File: src/hw/rtl/ptm_pkg.sv
// Package token matcher: shared constants, token table and types.
`default_nettype none
package ptm_pkg;

  localparam int TOKEN_COUNT  = 38;
  localparam int WINDOW_DEPTH = 8;
  localparam int TOKEN_MAX    = 9;

  localparam int CHAR_W   = 8;
  localparam int HEIGHT_W = 14;
  localparam int MASS_W   = 23;
  localparam int INDEX_W  = 6;
  localparam int LEN_W    = $clog2(TOKEN_MAX + 1);
  localparam int SEEN_W   = $clog2(WINDOW_DEPTH + 1);
  localparam int CFG_IDX_W  = 1;
  localparam int CFG_DATA_W = 23;

  localparam logic [CFG_IDX_W-1:0] REG_DEFAULT_HEIGHT = 1'd0;
  localparam logic [CFG_IDX_W-1:0] REG_DEFAULT_MASS   = 1'd1;

  localparam logic [HEIGHT_W-1:0] DEFAULT_HEIGHT_RESET = 14'd1000;
  localparam logic [MASS_W-1:0]   DEFAULT_MASS_RESET   = 23'd100000;

  localparam logic [CHAR_W-1:0] CHAR_UPPER_A = 8'h41;
  localparam logic [CHAR_W-1:0] CHAR_UPPER_Z = 8'h5A;
  localparam logic [CHAR_W-1:0] CASE_OFFSET  = 8'd32;

  localparam logic [INDEX_W-1:0] NO_MATCH = INDEX_W'(TOKEN_COUNT);

  typedef logic [WINDOW_DEPTH-1:0][CHAR_W-1:0] window_t;
  typedef logic [TOKEN_COUNT-1:0]              hits_t;
  typedef logic [TOKEN_MAX*CHAR_W-1:0]         token_text_t;

  // last character sits in the low byte
  localparam token_text_t TOKEN_TEXT [TOKEN_COUNT] = '{
    "0201", "0402", "0603", "0805", "1206", "1210", "1812", "2010", "2512",
    "sot-23", "sot23", "sot-223", "sot-89", "sot-323", "sot-89",
    "dpak", "d2pak", "to-263", "to-252", "tssop", "msop", "ssop", "soic",
    "qfn", "dfn", "lqfp", "tqfp", "qfp", "bga", "dip",
    "to-220", "to-247", "to-92", "pinheader", "connector", "usb",
    "crystal", "inductor"
  };

  localparam logic [LEN_W-1:0] TOKEN_LEN [TOKEN_COUNT] = '{
    4'd4, 4'd4, 4'd4, 4'd4, 4'd4, 4'd4, 4'd4, 4'd4, 4'd4,
    4'd6, 4'd5, 4'd7, 4'd6, 4'd7, 4'd6,
    4'd4, 4'd5, 4'd6, 4'd6, 4'd5, 4'd4, 4'd4, 4'd4,
    4'd3, 4'd3, 4'd4, 4'd4, 4'd3, 4'd3, 4'd3,
    4'd6, 4'd6, 4'd5, 4'd9, 4'd9, 4'd3,
    4'd7, 4'd8
  };

  localparam logic [HEIGHT_W-1:0] TOKEN_HEIGHT [TOKEN_COUNT] = '{
    14'd300, 14'd450, 14'd550, 14'd700, 14'd1000, 14'd1100, 14'd1500,
    14'd1500, 14'd1800,
    14'd1100, 14'd1100, 14'd1600, 14'd1500, 14'd900, 14'd1500,
    14'd2300, 14'd4400, 14'd4400, 14'd2300, 14'd1100, 14'd1100, 14'd1750,
    14'd1750,
    14'd850, 14'd850, 14'd1400, 14'd1000, 14'd2500, 14'd1200, 14'd4000,
    14'd4500, 14'd5000, 14'd5200, 14'd8500, 14'd8000, 14'd7000,
    14'd4000, 14'd2500
  };

  localparam logic [MASS_W-1:0] TOKEN_MASS [TOKEN_COUNT] = '{
    23'd50, 23'd100, 23'd200, 23'd500, 23'd1000, 23'd1500, 23'd3000,
    23'd4000, 23'd6000,
    23'd8000, 23'd8000, 23'd60000, 23'd40000, 23'd4000, 23'd40000,
    23'd600000, 23'd1600000, 23'd1500000, 23'd600000, 23'd100000,
    23'd50000, 23'd200000, 23'd300000,
    23'd100000, 23'd80000, 23'd500000, 23'd400000, 23'd1000000,
    23'd500000, 23'd1000000,
    23'd2000000, 23'd6000000, 23'd200000, 23'd1000000, 23'd4000000,
    23'd3000000,
    23'd300000, 23'd300000
  };

  function automatic logic [CHAR_W-1:0] fold_case(input logic [CHAR_W-1:0] c);
    logic [CHAR_W-1:0] r;
    r = c;
    if (c >= CHAR_UPPER_A && c <= CHAR_UPPER_Z) r = c + CASE_OFFSET;
    return r;
  endfunction

endpackage
`default_nettype wire

File: src/hw/rtl/ptm_hit_unit.sv
// Package token matcher: parallel compare of all tokens against byte plus window.
`default_nettype none
module ptm_hit_unit (
  input  wire logic [ptm_pkg::CHAR_W-1:0] cur_char,
  input  wire ptm_pkg::window_t           window,
  input  wire logic [ptm_pkg::SEEN_W-1:0] seen,
  output ptm_pkg::hits_t                  hits
);
  import ptm_pkg::*;

  always_comb begin
    logic                  ok;
    logic [LEN_W-1:0]      need;
    logic [CHAR_W-1:0]     tok_byte;
    for (int i = 0; i < TOKEN_COUNT; i++) begin
      need = TOKEN_LEN[i] - LEN_W'(1);
      ok = (TOKEN_LEN[i] != '0) &&
           (SEEN_W'(need) <= seen) &&
           (int'(need) <= WINDOW_DEPTH);
      for (int k = 0; k < TOKEN_MAX; k++) begin
        tok_byte = TOKEN_TEXT[i][k*CHAR_W +: CHAR_W];
        if (k < int'(TOKEN_LEN[i])) begin
          if (k == 0) begin
            ok = ok && (tok_byte == cur_char);
          end else if (k <= WINDOW_DEPTH) begin
            ok = ok && (tok_byte == window[k-1]);
          end
        end
      end
      hits[i] = ok;
    end
  end

endmodule
`default_nettype wire

File: src/hw/rtl/package_token_matcher.sv
// Package token matcher top level: byte stream in, one result per name out.
// Path: a final byte enters the input register on acceptance, and its result
//   enters the result register when that byte leaves the input register.
// Throughput: one byte per cycle; a final byte waits in the input register
//   only while the result register holds an undrained beat.
// Reset: synchronous rst clears window, hit flags and valids, and loads the
//   default height and mass registers with their reset values.
`default_nettype none
module package_token_matcher (
  input  wire logic                               clk,
  input  wire logic                               rst,
  input  wire logic                               cfg_write_en,
  input  wire logic [ptm_pkg::CFG_IDX_W-1:0]      cfg_index,
  input  wire logic [ptm_pkg::CFG_DATA_W-1:0]     cfg_data,
  input  wire logic                               in_valid,
  output logic                                    in_ready,
  input  wire logic [ptm_pkg::CHAR_W-1:0]         name_char,
  input  wire logic                               last_char,
  output logic                                    out_valid,
  input  wire logic                               out_ready,
  output logic [ptm_pkg::INDEX_W-1:0]             match_index,
  output logic                                    found,
  output logic [ptm_pkg::HEIGHT_W-1:0]            height_um,
  output logic [ptm_pkg::MASS_W-1:0]              mass_ug
);
  import ptm_pkg::*;

  logic                  s1_valid;
  logic [CHAR_W-1:0]     s1_char;
  logic                  s1_last;
  window_t               window;
  logic [SEEN_W-1:0]     seen;
  hits_t                 hits;
  logic [HEIGHT_W-1:0]   default_height_um;
  logic [MASS_W-1:0]     default_mass_ug;

  hits_t                 new_hits;
  hits_t                 hits_next;
  logic                  slot_free;
  logic                  s1_go;
  logic [INDEX_W-1:0]    sel_index;
  logic                  sel_found;
  logic [HEIGHT_W-1:0]   sel_height;
  logic [MASS_W-1:0]     sel_mass;

  assign slot_free = !out_valid || out_ready;
  assign s1_go     = s1_valid && (!s1_last || slot_free);
  assign in_ready  = !s1_valid || s1_go;

  ptm_hit_unit u_hit (
    .cur_char (s1_char),
    .window   (window),
    .seen     (seen),
    .hits     (new_hits)
  );

  assign hits_next = hits | new_hits;

  always_comb begin
    sel_index  = NO_MATCH;
    sel_found  = 1'b0;
    sel_height = default_height_um;
    sel_mass   = default_mass_ug;
    for (int i = TOKEN_COUNT - 1; i >= 0; i--) begin
      if (hits_next[i]) begin
        sel_index  = INDEX_W'(i);
        sel_found  = 1'b1;
        sel_height = TOKEN_HEIGHT[i];
        sel_mass   = TOKEN_MASS[i];
      end
    end
  end

  // config port
  always_ff @(posedge clk) begin
    if (rst) begin
      default_height_um <= DEFAULT_HEIGHT_RESET;
      default_mass_ug   <= DEFAULT_MASS_RESET;
    end else if (cfg_write_en) begin
      unique case (cfg_index)
        REG_DEFAULT_HEIGHT: default_height_um <= cfg_data[HEIGHT_W-1:0];
        REG_DEFAULT_MASS:   default_mass_ug   <= cfg_data[MASS_W-1:0];
        default: ;
      endcase
    end
  end

  // input register
  always_ff @(posedge clk) begin
    if (rst) begin
      s1_valid <= 1'b0;
    end else if (in_ready) begin
      s1_valid <= in_valid;
    end
  end

  always_ff @(posedge clk) begin
    if (in_valid && in_ready) begin
      s1_char <= fold_case(name_char);
      s1_last <= last_char;
    end
  end

  // window and hit flags
  always_ff @(posedge clk) begin
    if (rst) begin
      window <= '0;
      seen   <= '0;
      hits   <= '0;
    end else if (s1_go) begin
      if (s1_last) begin
        window <= '0;
        seen   <= '0;
        hits   <= '0;
      end else begin
        window <= {window[WINDOW_DEPTH-2:0], s1_char};
        if (seen < SEEN_W'(WINDOW_DEPTH)) seen <= seen + SEEN_W'(1);
        hits <= hits_next;
      end
    end
  end

  // result register
  always_ff @(posedge clk) begin
    if (rst) begin
      out_valid <= 1'b0;
    end else if (s1_go && s1_last) begin
      out_valid <= 1'b1;
    end else if (out_ready) begin
      out_valid <= 1'b0;
    end
  end

  always_ff @(posedge clk) begin
    if (s1_go && s1_last) begin
      match_index <= sel_index;
      found       <= sel_found;
      height_um   <= sel_height;
      mass_ug     <= sel_mass;
    end
  end

endmodule
`default_nettype wire

File: config.mk
export PLATFORM = sky130hd
export DESIGN_NAME = package_token_matcher
export DESIGN_NICKNAME = d
export VERILOG_FILES = /design/src/hw/rtl/ptm_pkg.sv /design/src/hw/rtl/ptm_hit_unit.sv /design/src/hw/rtl/package_token_matcher.sv
export SDC_FILE = /design/constraint.sdc
export NUM_CORES = 1
export LEC_CHECK = 0
export BUFFER_PORTS_ARGS = -buffer_cell sky130_fd_sc_hd__buf_4
export CAP_MARGIN = 30
export CORE_MARGIN = 4
export CORE_UTILIZATION = 45
export CTS_CLUSTER_SIZE = 16
export DETAILED_ROUTE_END_ITERATION = 7
export PLACE_DENSITY = 0.74
export SYNTH_ARGS = -nofsm -noshare
export SYNTH_HDL_FRONTEND = slang
export SYNTH_SLANG_ARGS = --single-unit
File: constraint.sdc
create_clock -name clk -period 3.1 [get_ports clk]
set_input_delay 0.465 -clock clk [delete_from_list [all_inputs] [get_ports clk]]
set_output_delay 0.465 -clock clk [all_outputs]
set_load 0.05 [all_outputs]
After elaboration in Yosys (flattened, before gate mapping)
Cells that the tools add are included.
- flip-flop bits (word level): 198
- input port bits: 38
- word-level logic and storage cells: 451
- add/subtract/negate cells: 2
- magnitude comparators: 10
- equality and inequality tests: 80
- mux-type cells: 119
- bitwise operators: 2
- reductions and logical operators: 193
- operator list (kind ; number):
    7-bit by 8-bit equality test with 1-bit output (first input constant) ; 52
    21-bit 2-to-1 mux ; 15
    13-bit 2-to-1 mux ; 20
    6-bit by 8-bit equality test with 1-bit output (first input constant) ; 28
    1-bit logical AND ; 166
    23-bit 2-to-1 mux ; 7
    11-bit 2-to-1 mux ; 11
    5-bit 2-to-1 mux ; 16
    14-bit 2-to-1 mux ; 5
    16-bit 2-to-1 mux ; 4
    64-bit 2-to-1 mux ; 1
    10-bit 2-to-1 mux ; 4
    4-bit 2-to-1 mux ; 10
    38-bit 2-to-1 mux ; 1
    38-bit bitwise OR ; 1
    38-bit OR reduction ; 1
    37-bit OR reduction ; 1
    12-bit 2-to-1 mux ; 3
    34-bit OR reduction ; 1
    33-bit OR reduction ; 1
    32-bit OR reduction ; 1
    31-bit OR reduction ; 1
    6-bit 2-to-1 mux ; 5
    8-bit 2-to-1 mux ; 3
    other kinds (29) ; 48

Depth between registers and ports, before layout
Gate-level depths: netlist (run 1).
- depth in word-level cells: 48
- gate-level depth with buffers: 12

Modules after synthesis
A second synthesis (run 1) with hierarchy kept.
- cell total of the unflattened synthesis: 1310
- area, all modules: 10603.9 µm²
- modules (own cells, without submodules) (module ; instances ; cells each ; area each (µm²) ; seq. area each (µm²)):
    package_token_matcher ; 1 ; 1092 ; 9191.3 ; 4494.3
    ptm_hit_unit ; 1 ; 218 ; 1412.6 ; 0.0

Worst setup path after synthesis (run 1)
No wires, ideal clock.
- path type: register to register
- start: reg seen[0]
- end: reg mass_ug[16] (netlist bit), data pin
- data arrival time: 2587 ps
- required time: 2826 ps
- setup slack: 239 ps
- stages on the path, launching flop included: 12
- clock period less this slack: 2861 ps
- cell sequence: dfxtp_1 inv_1 ha_1 nor4_4 nor3b_2 a41o_4 a211o_1 nor4_2 a21oi_1 o31a_1 o31ai_1 a221oi_1
- cells in the longest elaborated chain, start to end: 33
- ends and longest elaborated chain (item ; RTL line ; RTL):
    start, declared ; package_token_matcher.sv:32 ; logic [SEEN_W-1:0] seen;
    start signal, assigned ; package_token_matcher.sv:117 ; if (seen < SEEN_W'(WINDOW_DEPTH)) seen <= seen + SEEN_W'(1);
    3-bit by 4-bit <= comparator with 1-bit output ; ptm_hit_unit.sv:18 ; (SEEN_W'(need) <= seen) &&
    1-bit logical AND ; ptm_hit_unit.sv:24 ; ok = ok && (tok_byte == cur_char);
    1-bit logical AND (7 in series) ; ptm_hit_unit.sv:26 ; ok = ok && (tok_byte == window[k-1]);
    38-bit bitwise OR * ; package_token_matcher.sv:57 ; assign hits_next = hits | new_hits;
    23-bit 2-to-1 mux (7 in series) ; package_token_matcher.sv:65 ; if (hits_next[i]) begin
    21-bit 2-to-1 mux (15 in series) ; package_token_matcher.sv:65 ;
    20-bit 2-to-1 mux ; package_token_matcher.sv:65 ;
    end signal, assigned ; package_token_matcher.sv:139 ; mass_ug <= sel_mass;
    end, declared ; package_token_matcher.sv:24 ; output logic [ptm_pkg::MASS_W-1:0] mass_ug
Mark *: on every way between the ends. The rest lies on a longest branch, timed or not.
A chain may end at the register's enable or synchronous reset.

Worst setup path after layout (run 1)
- start: reg window[12] (netlist bit)
- end: reg match_index[1] (netlist bit), data pin
- cells in the longest elaborated chain, start to end: 44
- ends and longest elaborated chain (item ; RTL line ; RTL):
    start, declared ; package_token_matcher.sv:31 ; window_t window;
    start signal, assigned ; package_token_matcher.sv:116 ; window <= {window[WINDOW_DEPTH-2:0], s1_char};
    7-bit by 8-bit equality test with 1-bit output ; ptm_hit_unit.sv:26 ;
    1-bit logical AND (6 in series) ; ptm_hit_unit.sv:26 ;
    38-bit bitwise OR * ; package_token_matcher.sv:57 ;
    2-bit 2-to-1 mux ; package_token_matcher.sv:65 ;
    6-bit 2-to-1 mux (5 in series) ; package_token_matcher.sv:65 ;
    5-bit 2-to-1 mux (16 in series) ; package_token_matcher.sv:65 ;
    4-bit 2-to-1 mux (8 in series) ; package_token_matcher.sv:65 ;
    3-bit 2-to-1 mux (4 in series) ; package_token_matcher.sv:65 ;
    2-bit 2-to-1 mux (2 in series) ; package_token_matcher.sv:65 ;
    end signal, assigned ; package_token_matcher.sv:136 ; match_index <= sel_index;
    end, declared ; package_token_matcher.sv:21 ; output logic [ptm_pkg::INDEX_W-1:0] match_index,
Marks and branches as above.

==> impl_metrics.env, run 1 <==
export IMPL_ys_flop_type="dfxtp_1"
export IMPL_drt_antenna_violating_nets=0
export IMPL_rsz0062_at_grt="true"
export IMPL_required_ps=3300
export IMPL_ir_worst_vdd_uv=362
export IMPL_die_area_um2=27500
export IMPL_crit_buf_inv=2
export IMPL_drt_initial_drc_count=1634
export IMPL_dieWidth_um=166
export IMPL_timing_fmax_ghz=0.315
export IMPL_worstSetupStartpoint="window[12]$_SDFFE_PP0P_"
export IMPL_wirelength_um=46900
export IMPL_drtPass1Iterations=6
export IMPL_max_cap_violations=0
export IMPL_hold_path_class="input port to flop"
export IMPL_antenna_found_initial=1
export IMPL_fin_setup_tns_ps=-169
export IMPL_worst_setup_path_end_kind="flop"
export IMPL_syn_to_final_growth_pct=41.0
export IMPL_synthDistinctLibCells=101
export IMPL_final_area_um2=15800
export IMPL_place_gp_congestion=1.04
export IMPL_ff_latch_area_um2=4500
export IMPL_finalHoldViolCount=0
export IMPL_dp_worst_setup_slack_ps=-124
export IMPL_async_flop_share=0
export IMPL_violations="setup timing"
export IMPL_fp_row_count=57
export IMPL_clock_skew_ps=24.3
export IMPL_syn_nets=1353
export IMPL_startpoint_type="flop"
export IMPL_cts_tree="yes"
export IMPL_path_max_fanout=6
export IMPL_cellLeakagePower_nw=6.86
export IMPL_postPlaceCellArea_um2=14300
export IMPL_synth_edf_count=53
export IMPL_cellPowerDensity_nw_per_um2=360
export IMPL_crit_cells=11
export IMPL_synth_area_leaders="dfxtp_1 (26%), edfxtp_1 (14%), nor2_1 (5.5%), nand2_1 (5.4%), a22oi_1 (4.3%)"
export IMPL_fp_coreArea_um2=24400
export IMPL_grt_max_degree=67
export IMPL_ys_ff_latch=198
export IMPL_p_total_mw=5.69
export IMPL_die_y_um=166
export IMPL_drc=0
export IMPL_dp_cells=1962
export IMPL_hold_path_cell_count=1
export IMPL_h_tree_depth=4
export IMPL_root_buffer="clkbuf_16"
export IMPL_viasPerCell=6.32
export IMPL_tightest_slew_ps=1090
export IMPL_clk_pin_slew_ps=100
export IMPL_final_core_util=0.647
export IMPL_finalCritPeriodShare=1.02
export IMPL_r2r_slack_ps=-70
export IMPL_cts_buffer_depth=2
export IMPL_hpwlAfterDp_um=35500
export IMPL_arrival_ps=3380
export IMPL_cpLargestDelayFamily="simple AND/OR/NAND/NOR gates"
export IMPL_grt_use_total=0.321
export IMPL_syn_inst=1310
export IMPL_outcome="finished with violations"
export IMPL_timing_rr_end="match_index[1]$_SDFFCE_PP0P_"
export IMPL_n_fill_cell=2110
export IMPL_relSlewSlack=0.275
export IMPL_multiInputGateArea_um2=6910
export IMPL_grt_overflow=0
export IMPL_critPathSlowestCell="dfxtp_1"
export IMPL_wl_per_cell_um=23.3
export IMPL_worst_slack_ps=-75.0
export IMPL_syn_area_per_cell_um2=8.55
export IMPL_setup_worst_path_end="match_index[1]$_SDFFCE_PP0P_"
export IMPL_grt_pass1_vias=12001
export IMPL_setup_viol=4
export IMPL_vias=12731
export IMPL_yosys_warnings=0
export IMPL_grt_pass1_wl_um=70400
export IMPL_yosysTopAreaCell="dfxtp_1"
export IMPL_rr_worst_depth=11
export IMPL_holdBufCountCts=0
export IMPL_antenna_cells=0
export IMPL_drive_above_1_share=0.370
export IMPL_io_buffers=83
export IMPL_fin_nets=1721
export IMPL_worstPathCellList="and4b_1, nand4_1, nor4_2, buf_4, a21o_1, nor2_4, buf_4, o2111ai_2, nor4b_4, a2111oi_2, o211a_1"
export IMPL_netlist_area_leader_share=0.259
export IMPL_clock_sinks=198
export IMPL_insertion_delay_ps=470
export IMPL_syn_area_um2=11200
export IMPL_period_needed_ps=3170
export IMPL_slowest_delay_ps=420
export IMPL_start_util=0.459
export IMPL_r2r_start="window[12]$_SDFFE_PP0P_"
export IMPL_final_cells=2015
export IMPL_cp_common_cell="buf_4"
export IMPL_critical_path_class="flop to flop"
export IMPL_seq_area_frac_synth=0.401
export IMPL_drv_slew=0
export IMPL_numCtsBuffers=17
export IMPL_ioPinCount=84
export IMPL_holdWs_ps=167
## worst min-delay path by stage
stage / end / from / slack, ps
after CTS: s1_last$_DFFE_PP_ / last_char / 160
after global placement: default_height_um[0]$_SDFFE_PP0P_ / default_height_um[0]$_SDFFE_PP0P_ / 440
final: s1_last$_DFFE_PP_ / last_char / 170
after global routing: s1_last$_DFFE_PP_ / last_char / 160
after detailed placement: default_mass_ug[0]$_SDFFE_PP0P_ / default_mass_ug[0]$_SDFFE_PP0P_ / 440
after floorplan: default_height_um[0]$_SDFFE_PP0P_ / default_height_um[0]$_SDFFE_PP0P_ / 430
## per-layer routing
metal / track usage / up-vias / routed length [um]
met5: 0 / - / 27
met4: 0.114 / 4 / 1870
met3: 0.0567 / 151 / 4130
met2: 0.511 / 740 / 21200
met1: 0.443 / 6136 / 19600
li1: - / 5700 / -
## final cells by class
| cell class | instances | share of cell area |
|---|---|---|
| tap | 324 | 0.0257 |
| sequential | 198 | 0.285 |
| timing repair buffer | 423 | 0.207 |
| inverter | 15 | 0.00357 |
| clock inverter | 15 | 0.0143 |
| clock buffer | 17 | 0.0269 |
| multi-input combinational | 1023 | 0.438 |
## layout by cell type (no fill, tap or decap), types with 7 or more instances in the layout
| cell type | synthesis | final |
|---|---|---|
| and4b_1 | 9 | 8 |
| and3_1 | 19 | 14 |
| and2_1 | 16 | 13 |
| dfxtp_1 | 145 | 139 |
| o21ai_1 | 9 | 14 |
| clkbuf_16 | 0 | 17 |
| nand4b_1 | 7 | 7 |
| buf_4 | 3 | 409 |
| nand3_1 | 33 | 30 |
| nor3_1 | 35 | 30 |
| o211ai_1 | 12 | 12 |
| inv_1 | 15 | 14 |
| nor2_1 | 165 | 164 |
| a21o_1 | 14 | 13 |
| a31oi_1 | 23 | 19 |
| edfxtp_1 | 53 | 53 |
| nand3b_1 | 13 | 13 |
| nor2b_1 | 19 | 16 |
| nand2_1 | 160 | 152 |
| nand2_2 | 4 | 12 |
| nor4_1 | 16 | 8 |
| o21ai_0 | 85 | 77 |
| a21oi_1 | 92 | 79 |
| a22oi_1 | 64 | 64 |
| buf_6 | 6 | 10 |
| a21oi_2 | 1 | 14 |
| nand4_1 | 19 | 19 |
| a31oi_2 | 4 | 7 |
| nor4_4 | 6 | 11 |
## state kept, by name, indices dropped and copies added (netlist names)
signal,count
window,64
hits,38
default_mass_ug,23
mass_ug,23
default_height_um,14
height_um,14
s1_char,8
match_index,6
seen,4
found,1
out_valid,1
s1_last,1
s1_valid,1
## cell usage after synthesis, types with 5 or more instances
cell,count
nor2_1,165
nand2_1,160
dfxtp_1,145
a21oi_1,92
o21ai_0,85
a22oi_1,64
edfxtp_1,53
clkbuf_1,45
nor3_1,35
nand3_1,33
a31oi_1,23
and3_1,19
nand4_1,19
nor2b_1,19
and2_1,16
buf_2,16
nor4_1,16
inv_1,15
a21o_1,14
nand3b_1,13
o211ai_1,12
o31ai_1,11
a211oi_1,9
and4b_1,9
o21ai_1,9
a41oi_1,8
a41o_1,7
nand4b_1,7
nor4b_1,7
a31o_2,6
buf_6,6
nand2b_1,6
nor4_4,6
a211o_1,5
a311oi_1,5
a41oi_2,5
buf_1,5
ha_1,5
nor3b_1,5
or3_1,5
## worst reg2reg max path, stage by stage, from the launching register on
cell       delay, ps
dfxtp_1          420
and4b_1          350
nand4_1          310
nor4_2           370
buf_4            180
a21o_1           180
nor2_4            60
buf_4            160
o2111ai_2        280
nor4b_4          260
a2111oi_2        120
o211a_1          240
## cell families after synthesis
group                    Yosys count  share of synthesized area
AND/OR/NAND/NOR                  600                      0.298
buffers and inverters             90                     0.0370
AO/OA/AOI/OAI                    417                      0.258
adder cells (fa/ha/maj)            5                    0.00559
flip-flops                       198                      0.401
## timing repair
action                     4_1_cts  5_1_grt
buffers inserted                 1       19
gates cloned                     0        1
pin swaps                        4       56
gates resized for setup         17      126
setup endpoints to repair       22       43
## power by group
| part | switching, mW | leakage (nW) | total [mW] | internal, mW |
|---|---|---|---|---|
| logic | 0.286 | 4.88 | 0.469 | 0.183 |
| clock network | 1.33 | 0.310 | 2.47 | 1.15 |
| registers | 0.0408 | 1.68 | 2.74 | 2.70 |
| total | 1.66 | 6.86 | 5.69 | 4.03 |
Note: power is estimated with default switching activity, not from simulation.
==> run 2, diff against run 1 <==
--- a/config.mk
+++ b/config.mk
@@ -11,7 +11,7 @@
 export CORE_UTILIZATION = 45
 export CTS_CLUSTER_SIZE = 16
 export DETAILED_ROUTE_END_ITERATION = 7
-export PLACE_DENSITY = 0.74
+export PLACE_DENSITY = 0.68
 export SYNTH_ARGS = -nofsm -noshare
 export SYNTH_HDL_FRONTEND = slang
 export SYNTH_SLANG_ARGS = --single-unit
==> constraint.sdc (replaced) <==
create_clock -name clk -period 3.7 [get_ports clk]
set_input_delay 0.555 -clock clk [delete_from_list [all_inputs] [get_ports clk]]
set_output_delay 0.555 -clock clk [all_outputs]
set_load 0.05 [all_outputs]
==> run 2 against run 1 <==
The flow now finishes without violations. Non-clock buffer count decreased by 245. Core utilization down 10 points. Sequential share of layout area rose by 5.4 points. Final area is 16% lower. Flip-flop and latch count did not move. Hold slack gained 100 ps. Critical path type unchanged. Total power shrank 18%. Wire length fell by 12%. Clock skew shrank 7.8 ps. Critical endpoint is now height_um[4]$_SDFFCE_PP0P_.
==> impl_metrics.env, run 2 (same netlist as run 1, synthesis figures left out) <==
export IMPL_die_area_um2=27500
export IMPL_finalCritPeriodShare=0.966
export IMPL_layout_common_cells="buf_4 (177), nor2_1 (164), nand2_1 (159)"
export IMPL_ir_worst_vdd_uv=305
export IMPL_hpwlAfterDp_um=31500
export IMPL_critical_path_class="flop to flop"
export IMPL_period_needed_ps=3580
export IMPL_clock_sinks=198
export IMPL_antenna_cells=0
export IMPL_arrival_ps=3760
export IMPL_holdBufCountCts=0
export IMPL_cellLeakagePower_nw=5.39
export IMPL_largestRegisters="window (64), hits (38)"
export IMPL_place_gp_congestion=0.980
export IMPL_wl_per_cell_um=23.3
export IMPL_path_max_fanout=9
export IMPL_required_ps=3880
export IMPL_comb_power_share=0.073
export IMPL_hold_path_class="input port to flop"
export IMPL_vias=11437
export IMPL_setup_viol=0
export IMPL_grt_overflow=0
export IMPL_grt_pass1_wl_um=64000
export IMPL_drc=0
export IMPL_clock_skew_ps=16.5
export IMPL_insertion_delay_ps=460
export IMPL_power_switching_mw=1.32
export IMPL_max_cap_violations=0
export IMPL_final_common_cell="buf_4"
export IMPL_viasPerCell=6.47
export IMPL_grt_use_total=0.291
export IMPL_p_sw_frac=0.283
export IMPL_dieWidth_um=166
export IMPL_final_area_um2=13300
export IMPL_die_y_um=166
export IMPL_fin_nets=1475
export IMPL_pwr_share_clk=0.433
export IMPL_fin_setup_tns_ps=0
export IMPL_drv_slew=0
export IMPL_start_util=0.459
export IMPL_drive_above_1_share=0.199
export IMPL_fp_row_count=57
export IMPL_wirelength_um=41200
export IMPL_numCtsBuffers=17
export IMPL_final_core_util=0.544
export IMPL_tightest_slew_ps=992
export IMPL_rsz0062_at_grt="false"
export IMPL_timing_fmax_ghz=0.280
export IMPL_antenna_found_initial=0
export IMPL_postPlaceCellArea_um2=12600
export IMPL_root_buffer="clkbuf_16"
export IMPL_drtPass1Iterations=6
export IMPL_largest_register="window"
export IMPL_seqPwrFrac=0.494
export IMPL_power_internal_mw=3.34
export IMPL_h_tree_depth=4
export IMPL_syn_to_final_growth_pct=18.5
export IMPL_ioPinCount=84
export IMPL_dp_cells=1734
export IMPL_worst_setup_path_end_kind="flop"
export IMPL_final_cells=1769
export IMPL_grt_pass1_vias=10566
export IMPL_drt_antenna_violating_nets=0
export IMPL_io_buffers=83
export IMPL_relSlewSlack=0.334
export IMPL_grt_max_degree=61
export IMPL_cellPowerDensity_nw_per_um2=352
export IMPL_drt_initial_drc_count=1591
export IMPL_fp_coreArea_um2=24400
export IMPL_startpoint_type="flop"
export IMPL_largest_register_ffs=64
export IMPL_clk_pin_slew_ps=90
export IMPL_finalHoldViolCount=0
export IMPL_outcome="finished, final reports clean"
export IMPL_cts_buffer_depth=2
export IMPL_cts_tree="yes"
-- run 2: changes by cell type in the layout (fill, tap and decap cells not counted), moves of 6 or more --
cell     previous run  this run
dfxtp_1           139       145
buf_6              10         0
buf_4             409       177
dfxtp_2             6         0
a21oi_2            14         1
a21oi_1            79        92
o21ai_0            77        85
nand2_2            12         5
nand2_1           152       159
nor4_1              8        16
-- run 2: timing repair --
action,4_1_cts,5_1_grt
setup endpoints to repair,0,10
setup buffers,0,3
resized for setup,0,2
-- run 2: power groups by stage --
| stage | Sequential (mW) | Clock [mW] | Combinational, mW |
|---|---|---|---|
| floorplan | 2.37 | 0 | 0.176 |
| global placement | 2.35 | 0 | 0.324 |
| detailed placement | 2.35 | 0 | 0.331 |
| CTS | 2.30 | 2.04 | 0.332 |
| global route | 2.31 | 2.13 | 0.366 |
| finish | 2.30 | 2.02 | 0.339 |
-- run 2: path summary, 6_finish.rpt --
| path | from | end | slack, ps | cells past startpoint |
|---|---|---|---|---|
| max | window[10]$_SDFFE_PP0P_ | height_um[4]$_SDFFCE_PP0P_ | 120 | 9 |
| min reg2reg | default_height_um[2]$_SDFFE_PP0P_ | default_height_um[2]$_SDFFE_PP0P_ | 460 | 2 |
| min | last_char | s1_last$_DFFE_PP_ | 270 | 1 |
| max reg2reg | window[10]$_SDFFE_PP0P_ | height_um[4]$_SDFFCE_PP0P_ | 120 | 9 |
-- run 2: area by class of cell --
cell class | instances | area, um^2
inverters | 15 | 56.3
clock inverters | 15 | 214
flip-flops and latches | 198 | 4490
multi-input cells | 1022 | 6320
well taps | 324 | 405
fillers | 2288 | 11100
clock buffers | 17 | 425
repair buffers | 178 | 1350
-- run 2: worst max-delay path: stages (launching register included) --
cell      delay (ps)
dfxtp_1          560
nor4b_4          500
nand4_1          260
nor3_1           450
a21oi_1          270
o21ai_0          210
a31oi_1           80
o311ai_0         620
buf_4            230
a41oi_1          140
-- run 2: routing by layer --
layer	GRT usage	up-vias	wire length [um]
li1	-	5205	-
met1	0.421	5527	17800
met2	0.456	625	18800
met3	0.0459	80	3750
met4	0.0771	0	924
met5	0	-	0
-- run 2: through the flow --
stage / worst slack, ps / hold slack, ps / power, mW
3_5_place_dp: 197 / 449 / 2.68
6_report: 124 / 269 / 4.67
4_1_cts: 165 / 260 / 4.68
5_1_grt: 7.88 / 263 / 4.80
2_1_floorplan: 839 / 432 / 2.55
3_3_place_gp: 278 / 440 / 2.68
